<file path="src/hw/rtl/i2cm_pkg.sv">
`timescale 1ns / 1ps
// ----------------------------------------------------------------------------
// I2C master bit engine package
// Command codes, widths and the structs passed between the engine modules.
// ----------------------------------------------------------------------------
package i2cm_pkg;

  localparam int DELAY_W = 16;
  localparam int WAIT_W  = 17;
  localparam int STEP_W  = 5;
  localparam int BYTE_W  = 8;

  localparam logic [DELAY_W-1:0] DELAY_RESET = 16'd72;

  // SCL/SDA sequence end points, counted in segments
  localparam logic [STEP_W-1:0] WRITE_END_STEP  = 5'd24;
  localparam logic [STEP_W-1:0] WRITE_LAST_STEP = 5'd23;
  localparam logic [STEP_W-1:0] READ_END_STEP   = 5'd16;

  // step / 3 for steps below 24 as (step * 11) >> 5
  localparam logic [3:0] RECIP_3 = 4'd11;

  typedef enum logic [2:0] {
    CMD_NONE   = 3'd0,
    CMD_START  = 3'd1,
    CMD_STOP   = 3'd2,
    CMD_WRITE  = 3'd3,
    CMD_READ   = 3'd4,
    CMD_ACK    = 3'd5,
    CMD_NACK   = 3'd6,
    CMD_CHKACK = 3'd7
  } cmd_t;

  // wait after a segment, in delay units
  typedef enum logic [1:0] {
    UNITS_END = 2'd0,
    UNITS_ONE = 2'd1,
    UNITS_TWO = 2'd2
  } units_t;

  typedef struct packed {
    cmd_t              cmd;
    logic [STEP_W-1:0] step;
    logic [BYTE_W-1:0] shift;
    logic              sda_in;
    logic              scl;
    logic              sda;
  } seg_in_t;

  typedef struct packed {
    units_t            units;
    logic              scl;
    logic              sda;
    logic [BYTE_W-1:0] shift;
    logic              rx_we;
    logic              nack_we;
    logic              nack_val;
  } seg_out_t;

  typedef struct packed {
    logic              scl;
    logic              sda;
    logic              busy;
    logic              done;
    logic [BYTE_W-1:0] rx_byte;
    logic              ack_failed;
  } seq_res_t;

endpackage

</file>
<file path="src/hw/rtl/i2cm_seg.sv">
`timescale 1ns / 1ps
// ----------------------------------------------------------------------------
// I2C master segment decoder
// Gives the line levels, shift update and wait length of one segment.
// ----------------------------------------------------------------------------
module i2cm_seg (
  input  i2cm_pkg::seg_in_t  seg_i,
  output i2cm_pkg::seg_out_t seg_o
);
  import i2cm_pkg::*;

  logic [8:0]        prod;
  logic [2:0]        bit_idx;
  logic [STEP_W-1:0] phase;

  assign prod    = 9'(seg_i.step) * 9'(RECIP_3);
  assign bit_idx = prod[7:5];
  assign phase   = seg_i.step - {1'b0, bit_idx, 1'b0} - {2'b00, bit_idx};

  always_comb begin
    seg_o          = '0;
    seg_o.units    = UNITS_END;
    seg_o.scl      = seg_i.scl;
    seg_o.sda      = seg_i.sda;
    seg_o.shift    = seg_i.shift;
    seg_o.rx_we    = 1'b0;
    seg_o.nack_we  = 1'b0;
    seg_o.nack_val = seg_i.sda_in;
    unique case (seg_i.cmd)
      CMD_START: begin
        if (seg_i.step == 5'd0) begin
          seg_o.sda   = 1'b1;
          seg_o.scl   = 1'b1;
          seg_o.units = UNITS_ONE;
        end else if (seg_i.step == 5'd1) begin
          seg_o.sda   = 1'b0;
          seg_o.units = UNITS_ONE;
        end else if (seg_i.step == 5'd2) begin
          seg_o.scl   = 1'b0;
          seg_o.units = UNITS_ONE;
        end
      end
      CMD_STOP: begin
        if (seg_i.step == 5'd0) begin
          seg_o.sda   = 1'b0;
          seg_o.scl   = 1'b1;
          seg_o.units = UNITS_TWO;
        end else begin
          seg_o.sda = 1'b1;
        end
      end
      CMD_WRITE: begin
        if (seg_i.step < WRITE_END_STEP) begin
          seg_o.units = UNITS_TWO;
          if (phase == 5'd0) begin
            seg_o.sda = seg_i.shift[BYTE_W-1];
          end else if (phase == 5'd1) begin
            seg_o.scl = 1'b1;
          end else begin
            seg_o.scl   = 1'b0;
            // release SDA after the last data bit
            if (seg_i.step == WRITE_LAST_STEP) begin
              seg_o.sda = 1'b1;
            end
            seg_o.shift = {seg_i.shift[BYTE_W-2:0], 1'b0};
          end
        end
      end
      CMD_READ: begin
        if (seg_i.step >= READ_END_STEP) begin
          seg_o.rx_we = 1'b1;
        end else if (!seg_i.step[0]) begin
          if (seg_i.step == 5'd0) begin
            seg_o.sda   = 1'b1;
            seg_o.shift = '0;
          end
          seg_o.scl   = 1'b1;
          seg_o.units = UNITS_ONE;
        end else begin
          seg_o.shift = {seg_i.shift[BYTE_W-2:0], seg_i.sda_in};
          seg_o.scl   = 1'b0;
          seg_o.units = UNITS_ONE;
        end
      end
      CMD_ACK: begin
        if (seg_i.step == 5'd0) begin
          seg_o.sda   = 1'b0;
          seg_o.units = UNITS_TWO;
        end else if (seg_i.step == 5'd1) begin
          seg_o.scl   = 1'b1;
          seg_o.units = UNITS_TWO;
        end else if (seg_i.step == 5'd2) begin
          seg_o.scl   = 1'b0;
          seg_o.units = UNITS_TWO;
        end else begin
          seg_o.sda = 1'b1;
        end
      end
      CMD_NACK, CMD_CHKACK: begin
        if (seg_i.step == 5'd0) begin
          seg_o.sda   = 1'b1;
          seg_o.units = UNITS_ONE;
        end else if (seg_i.step == 5'd1) begin
          seg_o.scl   = 1'b1;
          seg_o.units = UNITS_ONE;
        end else if (seg_i.step == 5'd2) begin
          seg_o.scl     = 1'b0;
          seg_o.nack_we = (seg_i.cmd == CMD_CHKACK);
          seg_o.units   = UNITS_ONE;
        end
      end
      CMD_NONE: begin
        seg_o.units = UNITS_END;
      end
    endcase
  end

endmodule

</file>
<file path="src/hw/rtl/i2cm_seq.sv">
`timescale 1ns / 1ps
// ----------------------------------------------------------------------------
// I2C master sequencer
// Holds command, step and wait state and advances it by one tick per call.
// ----------------------------------------------------------------------------
module i2cm_seq (
  input  logic                            clk,
  input  logic                            rst_n,
  input  logic                            adv,
  input  logic [i2cm_pkg::DELAY_W-1:0]    delay_ticks,
  input  logic [2:0]                      func,
  input  logic [i2cm_pkg::BYTE_W-1:0]     tx_byte,
  input  logic                            sda_in,
  output i2cm_pkg::seq_res_t              res
);
  import i2cm_pkg::*;

  cmd_t              cmd_r, cmd_nxt;
  logic [STEP_W-1:0] step_r, step_nxt;
  logic [WAIT_W-1:0] wait_r, wait_nxt;
  logic [BYTE_W-1:0] shift_r, shift_nxt;
  logic              scl_r, scl_nxt;
  logic              sda_r, sda_nxt;
  logic [BYTE_W-1:0] rx_r, rx_nxt;
  logic              nack_r, nack_nxt;
  logic              done;

  cmd_t              cmd_a;
  logic [STEP_W-1:0] step_a;
  logic [BYTE_W-1:0] shift_a;
  logic [WAIT_W-1:0] wait_a;
  logic              run;
  logic [DELAY_W-1:0] dly;
  seg_in_t           seg_in;
  seg_out_t          seg_out;

  assign dly = (delay_ticks == '0) ? DELAY_W'(1) : delay_ticks;

  // accept a new command when idle, otherwise count down the wait
  always_comb begin
    cmd_a   = cmd_r;
    step_a  = step_r;
    shift_a = shift_r;
    wait_a  = wait_r;
    run     = 1'b0;
    if (cmd_r == CMD_NONE) begin
      if (func != 3'd0) begin
        cmd_a  = cmd_t'(func);
        step_a = '0;
        if (cmd_t'(func) == CMD_WRITE) begin
          shift_a = tx_byte;
        end
        run = 1'b1;
      end
    end else begin
      if (wait_r != '0) begin
        wait_a = wait_r - WAIT_W'(1);
      end
      if (wait_a == '0) begin
        step_a = step_r + STEP_W'(1);
        run    = 1'b1;
      end
    end
  end

  assign seg_in = '{cmd: cmd_a, step: step_a, shift: shift_a, sda_in: sda_in,
                    scl: scl_r, sda: sda_r};

  i2cm_seg u_seg (
    .seg_i (seg_in),
    .seg_o (seg_out)
  );

  // next state
  always_comb begin
    cmd_nxt   = cmd_a;
    step_nxt  = step_a;
    wait_nxt  = wait_a;
    shift_nxt = shift_a;
    scl_nxt   = scl_r;
    sda_nxt   = sda_r;
    rx_nxt    = rx_r;
    nack_nxt  = nack_r;
    done      = 1'b0;
    if (run) begin
      scl_nxt   = seg_out.scl;
      sda_nxt   = seg_out.sda;
      shift_nxt = seg_out.shift;
      if (seg_out.rx_we) begin
        rx_nxt = shift_a;
      end
      if (seg_out.nack_we) begin
        nack_nxt = seg_out.nack_val;
      end
      if (seg_out.units == UNITS_END) begin
        cmd_nxt  = CMD_NONE;
        step_nxt = '0;
        wait_nxt = '0;
        done     = 1'b1;
      end else if (seg_out.units == UNITS_TWO) begin
        wait_nxt = {dly, 1'b0};
      end else begin
        wait_nxt = {1'b0, dly};
      end
    end
  end

  // result of this tick
  always_comb begin
    res.scl        = scl_nxt;
    res.sda        = sda_nxt;
    res.busy       = (cmd_nxt != CMD_NONE);
    res.done       = done;
    res.rx_byte    = rx_nxt;
    res.ack_failed = nack_nxt;
  end

  always_ff @(posedge clk) begin
    if (!rst_n) begin
      cmd_r   <= CMD_NONE;
      step_r  <= '0;
      wait_r  <= '0;
      shift_r <= '0;
      scl_r   <= 1'b1;
      sda_r   <= 1'b1;
      rx_r    <= '0;
      nack_r  <= 1'b0;
    end else if (adv) begin
      cmd_r   <= cmd_nxt;
      step_r  <= step_nxt;
      wait_r  <= wait_nxt;
      shift_r <= shift_nxt;
      scl_r   <= scl_nxt;
      sda_r   <= sda_nxt;
      rx_r    <= rx_nxt;
      nack_r  <= nack_nxt;
    end
  end

`ifndef SYNTHESIS
  a_idle_clear: assert property (@(posedge clk) disable iff (!rst_n)
    cmd_r == CMD_NONE |-> step_r == '0 && wait_r == '0)
    else $error("idle sequencer holds a step or wait count");

  a_wait_busy: assert property (@(posedge clk) disable iff (!rst_n)
    wait_r != '0 |-> cmd_r != CMD_NONE)
    else $error("wait count running while idle");

  a_done_idle: assert property (@(posedge clk) disable iff (!rst_n)
    adv && done |=> cmd_r == CMD_NONE)
    else $error("command finished but sequencer not idle");

  a_hold: assert property (@(posedge clk) disable iff (!rst_n)
    !adv |=> $stable(cmd_r) && $stable(step_r) && $stable(wait_r))
    else $error("sequencer state moved without a tick");

  a_write_bound: assert property (@(posedge clk) disable iff (!rst_n)
    cmd_r == CMD_WRITE |-> step_r < WRITE_END_STEP)
    else $error("write step out of range");
`endif

endmodule

</file>
<file path="src/hw/rtl/i2c_master_bit_engine.sv">
`timescale 1ns / 1ps
// ----------------------------------------------------------------------------
// I2C master bit engine
// An accepted tick is held in the input register, its result in the result register.
// Throughput: one tick per cycle while results are taken; a stalled result
// holds the input register, so one more tick is taken and then input waits.
// Reset (rst_n low, synchronous): engine idle, SCL/SDA released, delay 72.
// ----------------------------------------------------------------------------
module i2c_master_bit_engine (
  input  logic                             clk,
  input  logic                             rst_n,
  input  logic                             cfg_valid,
  output logic                             cfg_ready,
  input  logic [i2cm_pkg::DELAY_W-1:0]     cfg_data,
  input  logic                             in_valid,
  output logic                             in_ready,
  input  logic [2:0]                       in_func,
  input  logic [i2cm_pkg::BYTE_W-1:0]      in_tx_byte,
  input  logic                             in_sda_in,
  output logic                             out_valid,
  input  logic                             out_ready,
  output logic                             out_scl_out,
  output logic                             out_sda_out,
  output logic                             out_busy_res,
  output logic                             out_done_res,
  output logic [i2cm_pkg::BYTE_W-1:0]      out_rx_byte,
  output logic                             out_ack_failed
);
  import i2cm_pkg::*;

  logic [DELAY_W-1:0] delay_r;
  logic               in_vld_r, in_vld_nxt;
  logic [2:0]         func_r;
  logic [BYTE_W-1:0]  tx_r;
  logic               sdain_r;
  logic               out_vld_r, out_vld_nxt;
  seq_res_t           res;
  seq_res_t           res_r;
  logic               adv;
  logic               in_xfer;

  assign cfg_ready = 1'b1;

  // advance when a tick is held and the result slot is free or draining
  assign adv        = in_vld_r && (!out_vld_r || out_ready);
  assign in_ready   = !in_vld_r || adv;
  assign in_xfer    = in_valid && in_ready;
  assign in_vld_nxt = in_xfer || (in_vld_r && !adv);
  assign out_vld_nxt = adv || (out_vld_r && !out_ready);

  always_ff @(posedge clk) begin
    if (!rst_n) begin
      delay_r   <= DELAY_RESET;
      in_vld_r  <= 1'b0;
      out_vld_r <= 1'b0;
    end else begin
      if (cfg_valid && cfg_ready) begin
        delay_r <= cfg_data;
      end
      in_vld_r  <= in_vld_nxt;
      out_vld_r <= out_vld_nxt;
    end
  end

  always_ff @(posedge clk) begin
    if (in_xfer) begin
      func_r  <= in_func;
      tx_r    <= in_tx_byte;
      sdain_r <= in_sda_in;
    end
    if (adv) begin
      res_r <= res;
    end
  end

  i2cm_seq u_seq (
    .clk         (clk),
    .rst_n       (rst_n),
    .adv         (adv),
    .delay_ticks (delay_r),
    .func        (func_r),
    .tx_byte     (tx_r),
    .sda_in      (sdain_r),
    .res         (res)
  );

  assign out_valid      = out_vld_r;
  assign out_scl_out    = res_r.scl;
  assign out_sda_out    = res_r.sda;
  assign out_busy_res   = res_r.busy;
  assign out_done_res   = res_r.done;
  assign out_rx_byte    = res_r.rx_byte;
  assign out_ack_failed = res_r.ack_failed;

endmodule
</file>
<file path="config.mk">
export PLATFORM = sky130hd
export DESIGN_NAME = i2c_master_bit_engine
export DESIGN_NICKNAME = d
export VERILOG_FILES = /design/src/hw/rtl/i2cm_pkg.sv /design/src/hw/rtl/i2cm_seg.sv /design/src/hw/rtl/i2cm_seq.sv /design/src/hw/rtl/i2c_master_bit_engine.sv
export SDC_FILE = /design/constraint.sdc
export NUM_CORES = 1
export LEC_CHECK = 0
export BUFFER_PORTS_ARGS = -buffer_cell sky130_fd_sc_hd__buf_4
export CORE_MARGIN = 2
export CORE_UTILIZATION = 43
export CTS_CLUSTER_SIZE = 20
export DETAILED_ROUTE_END_ITERATION = 8
export PLACE_DENSITY = 0.63
export SLEW_MARGIN = 5
export SYNTH_ARGS = -nofsm -noshare
export SYNTH_HDL_FRONTEND = slang
export SYNTH_SLANG_ARGS = --single-unit
</file>
<file path="constraint.sdc">
create_clock -name clk -period 22.1 [get_ports clk]
set_input_delay 2.21 -clock clk [delete_from_list [all_inputs] [get_ports clk]]
set_output_delay 2.21 -clock clk [all_outputs]
set_load 0.03 [all_outputs]
</file>
Word-level counts from Yosys, hierarchy flattened --
Index checks and enable logic that the tools add are counted.
Operators by class: magnitude comparators 2, add/sub/neg operators 4, equal/unequal tests 14, reduce and logical (&&, ||, !) cells 24, muxes and demuxes 69, multiply operators 1
Operator list (count):
- $mux 17 | 6
- $mux 8 | 8
- $mux 1 | 30
- $mux 5 | 5
- $mux 12 | 2
- $mux 3 | 8
- $mux 9 | 2
- $logic_not 17->1 | 1
- $reduce_bool 17->1 | 1
- $sub 17x1->17 const B | 1
- $logic_not 16->1 | 1
- $mux 16 | 1
- $pmux 8 s2 | 1
- $pmux 2 s7 | 1
- $eq 3x3->1 const B | 4
- $pmux 2 s6 | 1
- $eq 5x1->1 const B | 2
- $logic_not 5->1 | 2
- $eq 3x2->1 const B | 3
- $mul 5x4->8 const B | 1
- $logic_not 3->1 | 2
- $mux 2 | 3
- $reduce_bool 3->1 | 2
- $add 5x1->5 const B | 1
- 16 further kinds | 25
Word-level totals: logic and storage cells 134, input port bits 33, register bits after elaboration 87, output and inout bits 16

Logic depth before layout (Yosys ltp) --
depth in word-level cells 18, depth in mapped cells 35, depth with buffers taken out 34

Hierarchy --
Synthesis repeated with hierarchy kept, for this count alone.
Second synthesis, totals: cell total of the unflattened synthesis 651, area total of the unflattened synthesis 5791.8 um2
By module, submodules not included:
- i2cm_seq | area an instance 3265.6 um2, sequential area each 880.8 um2, times used 1, cells each 414
- i2c_master_bit_engine | area an instance 1457.6 um2, sequential area each 1111.1 um2, times used 1, cells each 87
- i2cm_seg | area an instance 1068.5 um2, sequential area each 0.0 um2, times used 1, cells each 150

Worst setup path after synthesis --
No wires, ideal clock.
path kind reg2reg, start register u_seq.wait_r[0], end register res_r, in the netlist out_sda_out (data pin), buffers on the path 1, cell stages (with the launch flop) 34, setup time 0.167 ns, period minus slack after synthesis 7.413 ns, slack 14.687 ns, arrival 7.246 ns, data required time 21.933 ns, cells stage by stage dfxtp_1 -> inv_1 -> ha_1 -> or3b_1 -> buf_2 -> nor4_4 -> nand3_2 -> a211oi_4 -> o31a_2 -> a21oi_1 -> nor2_1 -> inv_1 -> ha_1 -> inv_1 -> fa_1 -> inv_1 -> ha_1 -> a21oi_1 -> o21bai_1 -> a21oi_1 -> xnor2_1 -> fa_1 -> inv_1 -> ha_1 -> and2_1 -> o21ai_0 -> nor2b_1 -> xor2_1 -> o41ai_1 -> o2111ai_1 -> nor3_1 -> and3_1 -> o41a_1 -> a211oi_1
RTL lines:
- start, declared | line i2cm_seq.sv:20 | logic [WAIT_W-1:0] wait_r, wait_nxt;
- start signal, assigned | line i2cm_seq.sv:131 | wait_r <= wait_nxt;
- end signal, assigned | line i2c_master_bit_engine.sv:72 | res_r <= res;
- end, declared | line i2c_master_bit_engine.sv:38 | seq_res_t res_r;

==> results.txt <==
- In the final layout, the share of cells above drive strength 1 is 15.82%.
- Diode insertion count for antenna repair: 0
- The total overflow left after global routing is 0.
- Post-Place Cell Area: around 6000 um^2
- Vertical extent of the die: 118.9 um
- The final route contains between 5k and 6k vias.
* Mean routed wirelength per cell: 17.76 um
- Leaving out fill and tap cells, the most frequent cells in the layout are 68 x nand2_1, 62 x a21oi_1, 62 x dfxtp_1.
- Final critical delay including setup and external delays: 8.338 ns
* Total count of hold-check failures in the final report: 0
- Number of rows created at floorplan: 41
* Count of buffers from port buffering: 47
* Detailed Place HPWL: 11.26 mm
- Clock tree synthesis inserted a total of 9 buffers.
- Global-route wire length before repair: 24.61 mm
- After detailed routing, the total wire length is 15.29 mm.
* Post-Route Setup TNS: 0 ns
* Clock tree from TritonCTS: built
- In this run, the number of DRC markers left after iteration 0 of detailed routing was 409.
- Crit-path most repeated cell: inv_1
- The worst pin sits at a relative slew slack of 31.45%.
- Final core utilization: 50.22%
- The clock net in this run drives a total of 87 sinks.
- The worst path uses 37.73% of the clock period.
- Async set or reset register ratio after synthesis: 0%
- Startpoint types: flop
* Top FF cell, synth: dfxtp_1
* Number of design rule violations left after detail routing: 0
* Peak supply drop: 0.00005260 V
- Vias/cell: 6.085
* Insertion delay to the later sink of the worst-skew pair: 0.34 ns
- Number of buffers on the longest clock path: 2
- Power comes to 0.0004513 W.
- Power density over the cells: 70.35 nW/um^2
- The cell area that synthesis handed to floorplanning was 5680 um^2.
- Initial core utilization: 44.47%
- Final setup violation count: 0
- The min-delay analysis places its worst path in the category reg2reg.
- DR pass1 iterations: 8
- Global Route Usage Sum: between 20% and 30%
- Pins over their slew limit: 0
- Synthesized area per cell: 8.633 um^2
- Number of fillers in the final layout: roughly 1.2k
* Area added between synthesis and finish: 12.93%
- At the end of routability-driven placement, the weighted congestion stood at 0.9624.
- Timing would allow up to 0.1199 GHz.
* Most common cell after layout, fill and taps aside: nand2_1
* Cell with the largest stage delay on the worst path: or3b_1
- The die is between 100 and 150 um wide.
- The run finished with clean final reports.
- Initial antenna violation count: 0
- In the synthesized netlist, the number of instances is 658.
* Pin count of the biggest net entering global routing: 38
* Critical Path AT: between 8 and 9 ns
* Post-CTS setup buffer count: 0
* RSZ-0062 raised after global routing: false
- Post-cts gate resize count: 0
- The final layout contains 740 nets.
- The die covers 14150 um^2.
- Design Area, Final: 6415 um^2
- In this run the number of H-tree levels came out at 3.
* Synthesized netlist net count: 714
* Critical path peak fanout: 7
- Seq/Total Area, Yosys: between 30% and 40%
- Crit path kind: reg2reg
- Counting flops and latches in the post-synthesis netlist gives 87.
* Cell leakage power: 2.515 nW
- Cell at the root of the clock tree: clkbuf_16
- Delay of the slowest cell on the worst path: approximately 0.53 ns
- In this run, post-CTS hold repair placed 0 buffers.
* Placeable core region: approximately 13000 um^2
- Data required time of the critical path: 22.26 ns
* Vias in the first global route: between 4k and 5k
* Slew of the pin with the lowest slew margin: 1.024 ns
- Total of max-cap violations: 0
- Critical Path End Type: flop
- After synthesis, the netlist uses 85 different library cells.
- The synthesized design contains 25 enable-type register cells.
* Clock-pin slew on the worst setup and hold paths: 0.07 ns
- Remaining number of nets flagged by the antenna check after routing: 0
- Setup Skew: 0.006360 ns
* Io pins: 49
- For this run, the number of Yosys warnings is 0.
## sequential cells by signal (all words and copies together) (netlist names), 3 cells and up
| register | count |
|---|---|
| delay_r | 16 |
| func_r | 3 |
| out_rx_byte | 8 |
| tx_r | 8 |
| u_seq.cmd_r | 3 |
| u_seq.rx_r | 8 |
| u_seq.shift_r | 8 |
| u_seq.step_r | 5 |
| u_seq.wait_r | 17 |
## synth_stat cells (all sizes together), types with 3 or more instances
cell type  number  share of area (%)
or3             7               0.86
nor4           17                3.3
nand2b          4               0.44
o22ai           4               0.44
a21o            5               0.66
xor2            4               0.62
a32o            7                1.2
a221oi         13                2.0
o2bb2ai         9                1.5
edfxtp         25                 13
and3            3               0.33
nor2           52                3.7
inv            28                1.9
nand3          24                2.3
xnor2           8                1.2
o31ai           7                1.3
nor3           36                3.5
nand2          70                4.7
mux2i          27                4.8
o21ai          42                3.8
buf            11                1.3
a22oi           3               0.40
nor2b           8               0.88
ha             20                4.4
a211oi          7                1.1
a21oi          63                5.6
a31oi           7               0.77
clkbuf         27                1.8
mux2            4               0.86
and2            3               0.33
nand4b          3               0.46
nand4           5               0.66
dfxtp          62                 22
fa              3                1.1
## final timing paths
kind | startpoint | to | slack, ns | cells past startpoint
min reg2reg | u_seq.rx_r[2]$_SDFFE_PN0P_ | u_seq.rx_r[2]$_SDFFE_PN0P_ | 0.46 | 2
max reg2reg | u_seq.wait_r[0]$_SDFFE_PN0P_ | out_sda_out$_DFFE_PP_ | 13.76 | 32
min | u_seq.rx_r[2]$_SDFFE_PN0P_ | u_seq.rx_r[2]$_SDFFE_PN0P_ | 0.46 | 2
max | u_seq.wait_r[0]$_SDFFE_PN0P_ | out_sda_out$_DFFE_PP_ | 13.76 | 32
## per-stage QoR
| stage | cells | setup WS, ns | hold WS, ns |
|---|---|---|---|
| after floorplan | 658 | 14.69 | 0.4366 |
| after global routing | 861 | 13.05 | 0.4787 |
| final | 861 | 13.76 | 0.4565 |
| after global placement | 845 | 14.10 | 0.4417 |
| after CTS | 861 | 13.80 | 0.4596 |
| after detailed placement | 845 | 13.85 | 0.4492 |
## cell type report
type | instances | area (um^2) | area share [%]
clock inverter | 6 | 67.56 | 1.053
sequential | 87 | 1992 | 31.05
inverter | 29 | 113.9 | 1.775
clock buffer | 10 | 229.0 | 3.569
tap | 172 | 215.2 | 3.355
multi-input combinational | 504 | 3400 | 52.99
timing repair buffer | 53 | 397.9 | 6.202
## layer usage
layer  vias to the layer above  GRT usage, %  wire (um)
met5                         -             0          0
met1                      2475         26.16       6512
met3                        38         4.502        797
li1                       2509             -          -
met4                         0         9.524        515
met2                       217         36.82       7467
## power by group
part           internal, W  leakage [nW]  switching, W  total (W)
sequential        0.000173         0.739    0.00000854   0.000181
clock            0.0000882         0.139     0.0000634   0.000152
combinational    0.0000420          1.64     0.0000766   0.000119
## critical path, delay by kind of cell, from the launching register on
family                     cells  cell delay, ns
and+or+nand+nor                8            2.04
xor gates and xnor gates       2            0.58
AOI/OAI and AO/OA             11            2.50
buffers and inverters          5            0.50
adders and majority gates      6            2.16
DFF                            1            0.36
## kinds of logic (layout without fill, tap and decap cells)
| kind of cell | count (synthesis) | in the layout | share of synthesized area, % |
|---|---|---|---|
| buffers and inverters | 67 | 98 | 5.088 |
| AND/OR/NAND/NOR | 243 | 243 | 23.30 |
| AO/OA/AOI/OAI | 194 | 194 | 23.48 |
| XOR/XNOR | 12 | 12 | 1.850 |
| adder cells (fa/ha/maj) | 23 | 23 | 5.463 |
| multiplexers | 31 | 31 | 5.683 |
| flip-flops | 87 | 87 | 35.07 |
| other | 1 | 1 | 0.06602 |
(Power assumes the default switching activity.)
